--- config.mk ---
export PLATFORM = sky130hd
export DESIGN_NAME = nearest_weak_point_per_sector_unit
export DESIGN_NICKNAME = d
export VERILOG_FILES = /design/src/rtl/nwps_pkg.sv /design/src/rtl/nearest_weak_point_per_sector_unit.sv
export SDC_FILE = /design/constraint.sdc
export NUM_CORES = 2
export LEC_CHECK = 0
export BUFFER_PORTS_ARGS = -buffer_cell sky130_fd_sc_hd__buf_4
export CORE_MARGIN = 1
export CORE_UTILIZATION = 48
export CTS_CLUSTER_DIAMETER = 80
export DETAILED_ROUTE_END_ITERATION = 12
export HOLD_SLACK_MARGIN = 0.03
export PLACE_DENSITY = 0.66
export SETUP_SLACK_MARGIN = 0.05
export SYNTH_ARGS = -nofsm -noshare
export SYNTH_HDL_FRONTEND = slang
export SYNTH_SLANG_ARGS = --single-unit
--- constraint.sdc ---
create_clock -name clk -period 46.4 [get_ports clk]
set_clock_uncertainty 0.15 [all_clocks]
set_input_delay 2.32 -clock clk [delete_from_list [all_inputs] [get_ports clk]]
set_output_delay 2.32 -clock clk [all_outputs]
set_load 0.1 [all_outputs]
--- src/rtl/nwps_pkg.sv ---
// shared types and constants for the nearest weak point per sector unit
package nwps_pkg;

    localparam int COORD_BITS  = 20;
    localparam int POWER_BITS  = 16;
    localparam int NUM_SECTORS = 12;
    localparam int SEC_BITS    = 4;
    localparam int CFG_IDX_BITS  = 2;
    localparam int CFG_DATA_BITS = 32;

    // difference, square and distance widths
    localparam int DIFF_BITS = COORD_BITS + 1;
    localparam int SQ_BITS   = 2 * COORD_BITS + 1;
    localparam int DIST_BITS = SQ_BITS + 1;

    // configuration register indexes
    localparam logic [CFG_IDX_BITS-1:0] CFG_TX_X      = 2'd0;
    localparam logic [CFG_IDX_BITS-1:0] CFG_TX_Y      = 2'd1;
    localparam logic [CFG_IDX_BITS-1:0] CFG_TX_POWER  = 2'd2;
    localparam logic [CFG_IDX_BITS-1:0] CFG_THRESHOLD = 2'd3;

    localparam logic signed [POWER_BITS-1:0] THRESHOLD_RESET = -16'sd13819;

    typedef logic [SEC_BITS-1:0] sec_t;

    typedef struct packed {
        logic signed [COORD_BITS-1:0] rx_x;
        logic signed [COORD_BITS-1:0] rx_y;
        logic signed [COORD_BITS-1:0] rx_z;
        logic signed [POWER_BITS-1:0] rx_power_dbm;
        logic                         last_point;
    } in_t;

    typedef struct packed {
        sec_t                         out_sector;
        logic signed [COORD_BITS-1:0] out_x;
        logic signed [COORD_BITS-1:0] out_y;
        logic signed [COORD_BITS-1:0] out_z;
        logic                         found;
        logic                         last_result;
    } out_t;

endpackage

--- src/rtl/nearest_weak_point_per_sector_unit.sv ---
// top level: keep test, sector binning, nearest point store and sector flush
// a last-marked point passes the four pipeline registers and then sets the flush state, which loads the first result
// throughput: one point per cycle through a four-register pipeline, except while a flush holds the input side
// a flush holds the input side while the single output register drains the store, one occupied sector
// per output transfer (a single not found transfer if none); output stalls prolong it
// reset: asynchronous active low; clears valid bits, flush state, config to defaults
module nearest_weak_point_per_sector_unit (
    input  logic                                   clk,
    input  logic                                   rst_n,
    // point input channel
    input  logic                                   in_valid,
    output logic                                   in_stall,
    input  nwps_pkg::in_t                          in_data,
    // result output channel
    output logic                                   out_valid,
    input  logic                                   out_stall,
    output nwps_pkg::out_t                         out_data,
    // configuration write channel
    input  logic                                   cfg_valid,
    output logic                                   cfg_ready,
    input  logic [nwps_pkg::CFG_IDX_BITS-1:0]      cfg_index,
    input  logic [nwps_pkg::CFG_DATA_BITS-1:0]     cfg_data
);
    import nwps_pkg::*;

    // configuration registers
    logic signed [COORD_BITS-1:0] tx_x_reg;
    logic signed [COORD_BITS-1:0] tx_y_reg;
    logic signed [POWER_BITS-1:0] tx_pwr_reg;
    logic signed [POWER_BITS-1:0] thr_reg;

    // pipeline control
    logic pipe_en;
    logic v1_reg, v2_reg, v3_reg, v4_reg;

    // stage 1: registered input point
    in_t in1_reg;

    // stage 2: offsets, keep flag, quadrant
    logic signed [DIFF_BITS-1:0] dx2_reg, dy2_reg;
    logic [1:0]                  quad2_reg;
    logic                        keep2_reg, last2_reg;
    logic signed [COORD_BITS-1:0] px2_reg, py2_reg, pz2_reg;

    // stage 3: squares
    logic [SQ_BITS-1:0]          sqx3_reg, sqy3_reg;
    logic [1:0]                  quad3_reg;
    logic                        keep3_reg, last3_reg;
    logic signed [COORD_BITS-1:0] px3_reg, py3_reg, pz3_reg;

    // stage 4: sector and distance, feeds the store
    sec_t                        sec4_reg;
    logic [DIST_BITS-1:0]        d2_4_reg;
    logic                        keep4_reg, last4_reg;
    logic signed [COORD_BITS-1:0] px4_reg, py4_reg, pz4_reg;

    // per sector store
    logic [NUM_SECTORS-1:0]       sector_valid_reg, sector_valid_next;
    logic [DIST_BITS-1:0]         best_d_reg [NUM_SECTORS];
    logic signed [COORD_BITS-1:0] best_x_reg [NUM_SECTORS];
    logic signed [COORD_BITS-1:0] best_y_reg [NUM_SECTORS];
    logic signed [COORD_BITS-1:0] best_z_reg [NUM_SECTORS];
    logic [NUM_SECTORS-1:0]       hit;

    // flush and output
    logic                   flush_reg, flush_next;
    logic                   out_valid_reg, out_valid_next;
    out_t                   out_data_reg, out_data_next;
    logic                   out_free, out_load, any_valid, load_last;
    logic [NUM_SECTORS-1:0] rest_valid;
    sec_t                   sel;

    // stage 1 combinational
    logic signed [DIFF_BITS-1:0]    dx1, dy1;
    logic signed [POWER_BITS:0]     lim1;
    logic                           keep1;
    logic [1:0]                     quad1;

    // stage 2 combinational
    logic signed [2*DIFF_BITS-1:0]  prodx2, prody2;

    // stage 3 combinational
    logic [SQ_BITS-1:0]             uu3, vv3;
    logic [SQ_BITS+1:0]             uu3x3, vv3x3;
    logic                           near_lo3, near_mid3;
    sec_t                           sec3;
    logic [SEC_BITS-1:0]            sec_base3;

    // stage 4 update enable
    logic upd_en;

    // the pipeline freezes while the store is drained
    assign pipe_en  = !flush_reg;
    assign in_stall = flush_reg;
    assign upd_en   = pipe_en && v4_reg;

    // configuration accepts a transfer in every cycle
    assign cfg_ready = 1'b1;

    always_ff @(posedge clk or negedge rst_n)
    begin
        if (!rst_n)
        begin
            tx_x_reg   <= '0;
            tx_y_reg   <= '0;
            tx_pwr_reg <= '0;
            thr_reg    <= THRESHOLD_RESET;
        end
        else if (cfg_valid)
        begin
            case (cfg_index)
                CFG_TX_X:      tx_x_reg   <= cfg_data[COORD_BITS-1:0];
                CFG_TX_Y:      tx_y_reg   <= cfg_data[COORD_BITS-1:0];
                CFG_TX_POWER:  tx_pwr_reg <= cfg_data[POWER_BITS-1:0];
                CFG_THRESHOLD: thr_reg    <= cfg_data[POWER_BITS-1:0];
                default: ;
            endcase
        end
    end

    // pipeline valid bits
    always_ff @(posedge clk or negedge rst_n)
    begin
        if (!rst_n)
        begin
            v1_reg <= 1'b0;
            v2_reg <= 1'b0;
            v3_reg <= 1'b0;
            v4_reg <= 1'b0;
        end
        else if (pipe_en)
        begin
            v1_reg <= in_valid;
            v2_reg <= v1_reg;
            v3_reg <= v2_reg;
            v4_reg <= v3_reg;
        end
    end

    // stage 1: offsets from the transmitter and the power test, done in dB
    always_comb
    begin
        dx1  = DIFF_BITS'($signed(in1_reg.rx_x)) - DIFF_BITS'(tx_x_reg);
        dy1  = DIFF_BITS'($signed(in1_reg.rx_y)) - DIFF_BITS'(tx_y_reg);
        lim1 = (POWER_BITS+1)'(tx_pwr_reg) + (POWER_BITS+1)'(thr_reg);
        // a point at the transmitter has no direction and is dropped
        keep1 = ((POWER_BITS+1)'($signed(in1_reg.rx_power_dbm)) <= lim1)
                && ((dx1 != '0) || (dy1 != '0));
        // quadrants are half open: each owns the axis where it starts
        if (dx1 > 0 && dy1 >= 0)
            quad1 = 2'd0;
        else if (dx1 <= 0 && dy1 > 0)
            quad1 = 2'd1;
        else if (dx1 < 0 && dy1 <= 0)
            quad1 = 2'd2;
        else
            quad1 = 2'd3;
    end

    // stage 2: squares of the offsets, one multiplier each
    assign prodx2 = dx2_reg * dx2_reg;
    assign prody2 = dy2_reg * dy2_reg;

    // stage 3: split the quadrant into three 30 degree sectors
    // in quadrants one and three the roles of the axes swap
    always_comb
    begin
        uu3       = quad3_reg[0] ? sqy3_reg : sqx3_reg;
        vv3       = quad3_reg[0] ? sqx3_reg : sqy3_reg;
        uu3x3     = {uu3, 1'b0} + (SQ_BITS+2)'(uu3);
        vv3x3     = {vv3, 1'b0} + (SQ_BITS+2)'(vv3);
        // tan^2(30) = 1/3 and tan^2(60) = 3
        near_lo3  = vv3x3 < (SQ_BITS+2)'(uu3);
        near_mid3 = (SQ_BITS+2)'(vv3) < uu3x3;
        sec_base3 = {quad3_reg, 1'b0} + SEC_BITS'(quad3_reg);
        if (near_lo3)
            sec3 = sec_base3;
        else if (near_mid3)
            sec3 = sec_base3 + SEC_BITS'(1);
        else
            sec3 = sec_base3 + SEC_BITS'(2);
    end

    // pipeline payload registers
    always_ff @(posedge clk)
    begin
        if (pipe_en)
        begin
            in1_reg   <= in_data;

            dx2_reg   <= dx1;
            dy2_reg   <= dy1;
            quad2_reg <= quad1;
            keep2_reg <= keep1;
            last2_reg <= in1_reg.last_point;
            px2_reg   <= in1_reg.rx_x;
            py2_reg   <= in1_reg.rx_y;
            pz2_reg   <= in1_reg.rx_z;

            sqx3_reg  <= prodx2[SQ_BITS-1:0];
            sqy3_reg  <= prody2[SQ_BITS-1:0];
            quad3_reg <= quad2_reg;
            keep3_reg <= keep2_reg;
            last3_reg <= last2_reg;
            px3_reg   <= px2_reg;
            py3_reg   <= py2_reg;
            pz3_reg   <= pz2_reg;

            sec4_reg  <= sec3;
            d2_4_reg  <= DIST_BITS'(sqx3_reg) + DIST_BITS'(sqy3_reg);
            keep4_reg <= keep3_reg;
            last4_reg <= last3_reg;
            px4_reg   <= px3_reg;
            py4_reg   <= py3_reg;
            pz4_reg   <= pz3_reg;
        end
    end

    // one compare lane per sector; strict less keeps the earlier point on a tie
    always_comb
    begin
        for (int i = 0; i < NUM_SECTORS; i++)
        begin
            hit[i] = upd_en && keep4_reg && (sec4_reg == SEC_BITS'(i))
                     && (!sector_valid_reg[i] || (d2_4_reg < best_d_reg[i]));
        end
    end

    always_ff @(posedge clk)
    begin
        for (int i = 0; i < NUM_SECTORS; i++)
        begin
            if (hit[i])
            begin
                best_d_reg[i] <= d2_4_reg;
                best_x_reg[i] <= px4_reg;
                best_y_reg[i] <= py4_reg;
                best_z_reg[i] <= pz4_reg;
            end
        end
    end

    // flush: lowest occupied sector first, one per output transfer
    always_comb
    begin
        sel = '0;
        for (int i = NUM_SECTORS - 1; i >= 0; i--)
        begin
            if (sector_valid_reg[i])
                sel = SEC_BITS'(i);
        end
    end

    assign any_valid  = |sector_valid_reg;
    assign rest_valid = sector_valid_reg & (sector_valid_reg - 1'b1);
    assign load_last  = !any_valid || (rest_valid == '0);
    assign out_free   = !out_valid_reg || !out_stall;
    assign out_load   = flush_reg && out_free;

    always_comb
    begin
        sector_valid_next = sector_valid_reg;
        flush_next        = flush_reg;
        out_valid_next    = out_valid_reg && out_stall;
        out_data_next     = out_data_reg;

        if (out_load)
        begin
            out_valid_next            = 1'b1;
            out_data_next.found       = any_valid;
            out_data_next.last_result = load_last;
            if (any_valid)
            begin
                out_data_next.out_sector = sel;
                out_data_next.out_x      = best_x_reg[sel];
                out_data_next.out_y      = best_y_reg[sel];
                out_data_next.out_z      = best_z_reg[sel];
                sector_valid_next        = rest_valid;
            end
            else
            begin
                // empty set: a single not found transfer
                out_data_next.out_sector = '0;
                out_data_next.out_x      = '0;
                out_data_next.out_y      = '0;
                out_data_next.out_z      = '0;
            end
            if (load_last)
                flush_next = 1'b0;
        end

        // updates happen only outside a flush, so they never meet a load
        sector_valid_next = sector_valid_next | hit;
        if (upd_en && last4_reg)
            flush_next = 1'b1;
    end

    always_ff @(posedge clk or negedge rst_n)
    begin
        if (!rst_n)
        begin
            sector_valid_reg <= '0;
            flush_reg        <= 1'b0;
            out_valid_reg    <= 1'b0;
        end
        else
        begin
            sector_valid_reg <= sector_valid_next;
            flush_reg        <= flush_next;
            out_valid_reg    <= out_valid_next;
        end
    end

    always_ff @(posedge clk)
    begin
        out_data_reg <= out_data_next;
    end

    assign out_valid = out_valid_reg;
    assign out_data  = out_data_reg;

    // a point lands in at most one sector
    assert property (@(posedge clk) disable iff (!rst_n) $onehot0(hit))
        else $error("point updated more than one sector");

    // a not found result is always the whole flush
    assert property (@(posedge clk) disable iff (!rst_n)
        (out_valid && !out_data.found) |-> out_data.last_result)
        else $error("not found result without last_result");

    // the final transfer of a flush leaves the store empty and the input open
    assert property (@(posedge clk) disable iff (!rst_n)
        (out_load && load_last) |=> (sector_valid_reg == '0) && !flush_reg)
        else $error("store not empty after flush");

    // the pipeline never touches the store during a flush
    assert property (@(posedge clk) disable iff (!rst_n)
        flush_reg |-> (hit == '0))
        else $error("store updated during flush");

endmodule

==> impl_summary.log <==
[metrics] run status: complete, no violations
[metrics] path category of the worst min-delay check: flop to flop
[metrics] clock transition at the register clock pins on the worst setup and hold paths after CTS: 60 ps
[metrics] Die ar.: 239800 um^2
[metrics] setup repair after global routing missed its margin: false
[metrics] crit start category: flop
[metrics] busiest layer in global routing: met2
[metrics] H-tree Lvls: 4
[metrics] # setup viols final: 0
[metrics] unique cell type count in the Yosys netlist: 85
[metrics] number of iterations in the first detailed-routing pass: 5
[metrics] number of port buffers: 171
[metrics] data arrival time at the worst-slack endpoint: 9480 ps
[metrics] TNS Setup: 0 ps
[metrics] count of final max-slew check failures: 0
[metrics] clock root buffer: sky130_fd_sc_hd__clkbuf_16
[metrics] fraction of final layout cells with drive strength greater than 1: 0.08133
[metrics] post-synth top area share: 0.4538
[metrics] residual overflow from global routing: 0
[metrics] Yosys warning total: 0
[metrics] final routed DRC violation total: 0
[metrics] number of buffers added to fix hold violations after cts: 0
[metrics] Crit Path Category: flop to flop
[metrics] pin slew with the least headroom to its limit: 1262 ps
[metrics] most instantiated cells after synthesis: sky130_fd_sc_hd__inv_1 (1744), sky130_fd_sc_hd__edfxtp_1 (1725), sky130_fd_sc_hd__ha_1 (1012)
[metrics] GR met2 Demand/Resource: 0.3783
[metrics] Final Critical Period: 9224 ps
[metrics] buffers from clock root to sink, at most: 3
[metrics] floorplan die width: 489.7 um
[metrics] grt met3 use: 0.02459
[metrics] boundary pin count: 185
[metrics] Finished Core Util: 0.5337
[metrics] vias in the first global route: 72430
[metrics] final-stage net count: 11630
[metrics] most instantiated flip-flop cell in the synthesis netlist: sky130_fd_sc_hd__edfxtp_1
[metrics] crit path setup slack, layout: 37180 ps
[metrics] global-route wire length before repair: 413800 um
[metrics] count of cells resized by post-cts repair: 0
[metrics] sum of net half-perimeters after detailed placement: 182500 um
[metrics] part of the Yosys area used for sequential elements: 0.4736
[metrics] Core Rows: 178
[metrics] share of flip-flops with an asynchronous set or reset: 0.04959
[metrics] worst-path fanout max: 22
[metrics] normalized max-slew margin: 0.1556
[metrics] cell type with the largest total area after synthesis: sky130_fd_sc_hd__edfxtp_1
[metrics] syn_area_per_cell: 12.11 um^2
[metrics] flip-flop and latch count after synthesis: 1815
[metrics] final number of hold-violating endpoints: 0
[metrics] Peak Freq: 108.4 MHz
[metrics] Overall Global Routing Usage: 0.2246
[metrics] TritonCTS buffer count: 189
[metrics] worst-case setup slack after placement: 37230 ps
[metrics] post-route clock period utilization: 0.1988
[metrics] Routed Antenna Nets: 0
[metrics] average wire per standard cell: 20.45 um
[metrics] layout-stage area growth over the synthesis result: 10.26%
[metrics] number of DRC violations after detailed-routing iteration 0: 4833
[metrics] effective utilization at floorplan: 0.4840
[metrics] top-count cell post-synth: sky130_fd_sc_hd__inv_1
[metrics] initial antenna violation count: 16
[metrics] Worst Hold Margin: 213.9 ps
[metrics] maximum number of pins on one net before global-route repair: 165
[metrics] placer's final routability congestion estimate: 0.8959
[metrics] placeable core region: 235900 um^2
[metrics] count of flip-flops with a built-in enable after synthesis: 1725
[metrics] M1 GR Usage: 0.2999
[metrics] gate count of the mapped netlist: 9428
[metrics] via count: 70770
[metrics] clock insertion delay at the later pin of the skew report: 860 ps
[metrics] post-CTS setup buffers: 0
[metrics] CTS tree: built
[metrics] clk sinks: 1815
[metrics] main area contributors after synthesis: sky130_fd_sc_hd__edfxtp_1 (45%), sky130_fd_sc_hd__fa_1 (14%), sky130_fd_sc_hd__ha_1 (11%)
[metrics] number of maximum-capacitance violations: 0
[metrics] number of flip-flops in the largest register: 504
[metrics] data required time of the worst path: 46650 ps
[metrics] Via-to-Cell Ratio: 5.442
[metrics] Worst Setup End Kind: flop
[metrics] routed wire length: 265900 um
[metrics] netlist area before placement: 114200 um^2
[metrics] die outline height: 489.7 um
-- layout make-up --
class,count,area (um^2)
Inverter,1747,6580
Sequential cell,1815,54060
Timing Repair Buffer,295,2277
Fill cell,19740,110000
Tap cell,3150,3941
Antenna cell,16,40.04
Clock inverter,104,1116
Clock buffer,244,5017
Multi-Input combinational cell,5632,52830
-- logic make-up after synthesis --
| group | after synthesis | synth area share |
|---|---|---|
| AND/OR/NAND/NOR | 1979 | 0.08278 |
| adder cells (fa/ha/maj) | 1837 | 0.2554 |
| AO/OA/AOI/OAI | 1346 | 0.07670 |
| buffers and inverters | 1982 | 0.06523 |
| flip-flops | 1815 | 0.4736 |
| multiplexers | 202 | 0.02591 |
| XOR/XNOR | 265 | 0.02033 |
| other | 2 | 0.00006579 |
-- worst max-delay path, cell delays in order (launching register included) --
cell and delay, ps:
sky130_fd_sc_hd__edfxtp_1 1070, sky130_fd_sc_hd__nand2_1 240, sky130_fd_sc_hd__fa_1 580, sky130_fd_sc_hd__inv_1 70, sky130_fd_sc_hd__fa_1 500, sky130_fd_sc_hd__inv_1 50, sky130_fd_sc_hd__fa_1 480, sky130_fd_sc_hd__inv_1 50
sky130_fd_sc_hd__fa_1 490, sky130_fd_sc_hd__inv_1 50, sky130_fd_sc_hd__fa_1 520, sky130_fd_sc_hd__inv_1 50, sky130_fd_sc_hd__fa_1 470, sky130_fd_sc_hd__inv_1 50, sky130_fd_sc_hd__fa_1 470, sky130_fd_sc_hd__inv_1 40
sky130_fd_sc_hd__ha_1 340, sky130_fd_sc_hd__a21o_1 210, sky130_fd_sc_hd__a221oi_1 750, sky130_fd_sc_hd__a311o_1 340, sky130_fd_sc_hd__a31oi_1 170, sky130_fd_sc_hd__a41oi_1 300, sky130_fd_sc_hd__a21o_1 250, sky130_fd_sc_hd__o21ai_1 110
sky130_fd_sc_hd__xor2_1 980
-- cell usage in the layout (no fill, tap or decap), types with 23 or more instances in the layout --
| master | instances |
|---|---|
| sky130_fd_sc_hd__a211oi_1 | 84 |
| sky130_fd_sc_hd__a21o_1 | 259 |
| sky130_fd_sc_hd__a21oi_1 | 329 |
| sky130_fd_sc_hd__a311oi_1 | 68 |
| sky130_fd_sc_hd__a31oi_1 | 76 |
| sky130_fd_sc_hd__and2_1 | 202 |
| sky130_fd_sc_hd__and3_1 | 23 |
| sky130_fd_sc_hd__buf_4 | 290 |
| sky130_fd_sc_hd__clkbuf_1 | 48 |
| sky130_fd_sc_hd__clkbuf_16 | 190 |
| sky130_fd_sc_hd__clkinv_1 | 43 |
| sky130_fd_sc_hd__clkinv_2 | 28 |
| sky130_fd_sc_hd__dfrtp_1 | 84 |
| sky130_fd_sc_hd__edfxtp_1 | 1725 |
| sky130_fd_sc_hd__fa_1 | 823 |
| sky130_fd_sc_hd__ha_1 | 1012 |
| sky130_fd_sc_hd__inv_1 | 1741 |
| sky130_fd_sc_hd__mux2_2 | 128 |
| sky130_fd_sc_hd__mux4_2 | 62 |
| sky130_fd_sc_hd__nand2_1 | 807 |
| sky130_fd_sc_hd__nand2b_1 | 125 |
| sky130_fd_sc_hd__nand3_1 | 191 |
| sky130_fd_sc_hd__nand4_1 | 100 |
| sky130_fd_sc_hd__nor2_1 | 268 |
| sky130_fd_sc_hd__nor2b_1 | 115 |
| sky130_fd_sc_hd__nor3_1 | 66 |
| sky130_fd_sc_hd__o21a_1 | 48 |
| sky130_fd_sc_hd__o21ai_0 | 260 |
| sky130_fd_sc_hd__o21ai_1 | 32 |
| sky130_fd_sc_hd__o21bai_1 | 29 |
| sky130_fd_sc_hd__xnor2_1 | 179 |
| sky130_fd_sc_hd__xor2_1 | 86 |
-- layer usage --
metal | vias to the layer above | routed length, um
li1 | 32770 | -
met1 | 35630 | 112400
met2 | 1880 | 130300
met3 | 482 | 13630
met4 | 0 | 9637
met5 | - | 0
-- final timing paths --
| kind | from | end | slack (ps) | cells after the start |
|---|---|---|---|---|
| max | dx2_reg[10] | sqx3_reg[38] | 37180 | 24 |
| min | py3_reg[9] | py4_reg[9] | 210 | 0 |
| max reg2reg | dx2_reg[10] | sqx3_reg[38] | 37180 | 24 |
| min reg2reg | py3_reg[9] | py4_reg[9] | 210 | 0 |
| max in group asynchronous | rst_n | tx_y_reg[0] | 43470 | 2 |
| min in group asynchronous | rst_n | out_valid | 1310 | 1 |
-- metrics by stage --
| stage | instances | area (um^2) |
|---|---|---|
| after floorplan | 9429 | 114200 |
| after global placement | 12640 | 119700 |
| after detailed placement | 12640 | 119700 |
| after CTS | 12990 | 125800 |
| after global routing | 13000 | 125900 |
| final | 13000 | 125900 |
Power is not shown: default switching activity piles up to over one toggle a cycle in this logic, so the estimate is an artifact.
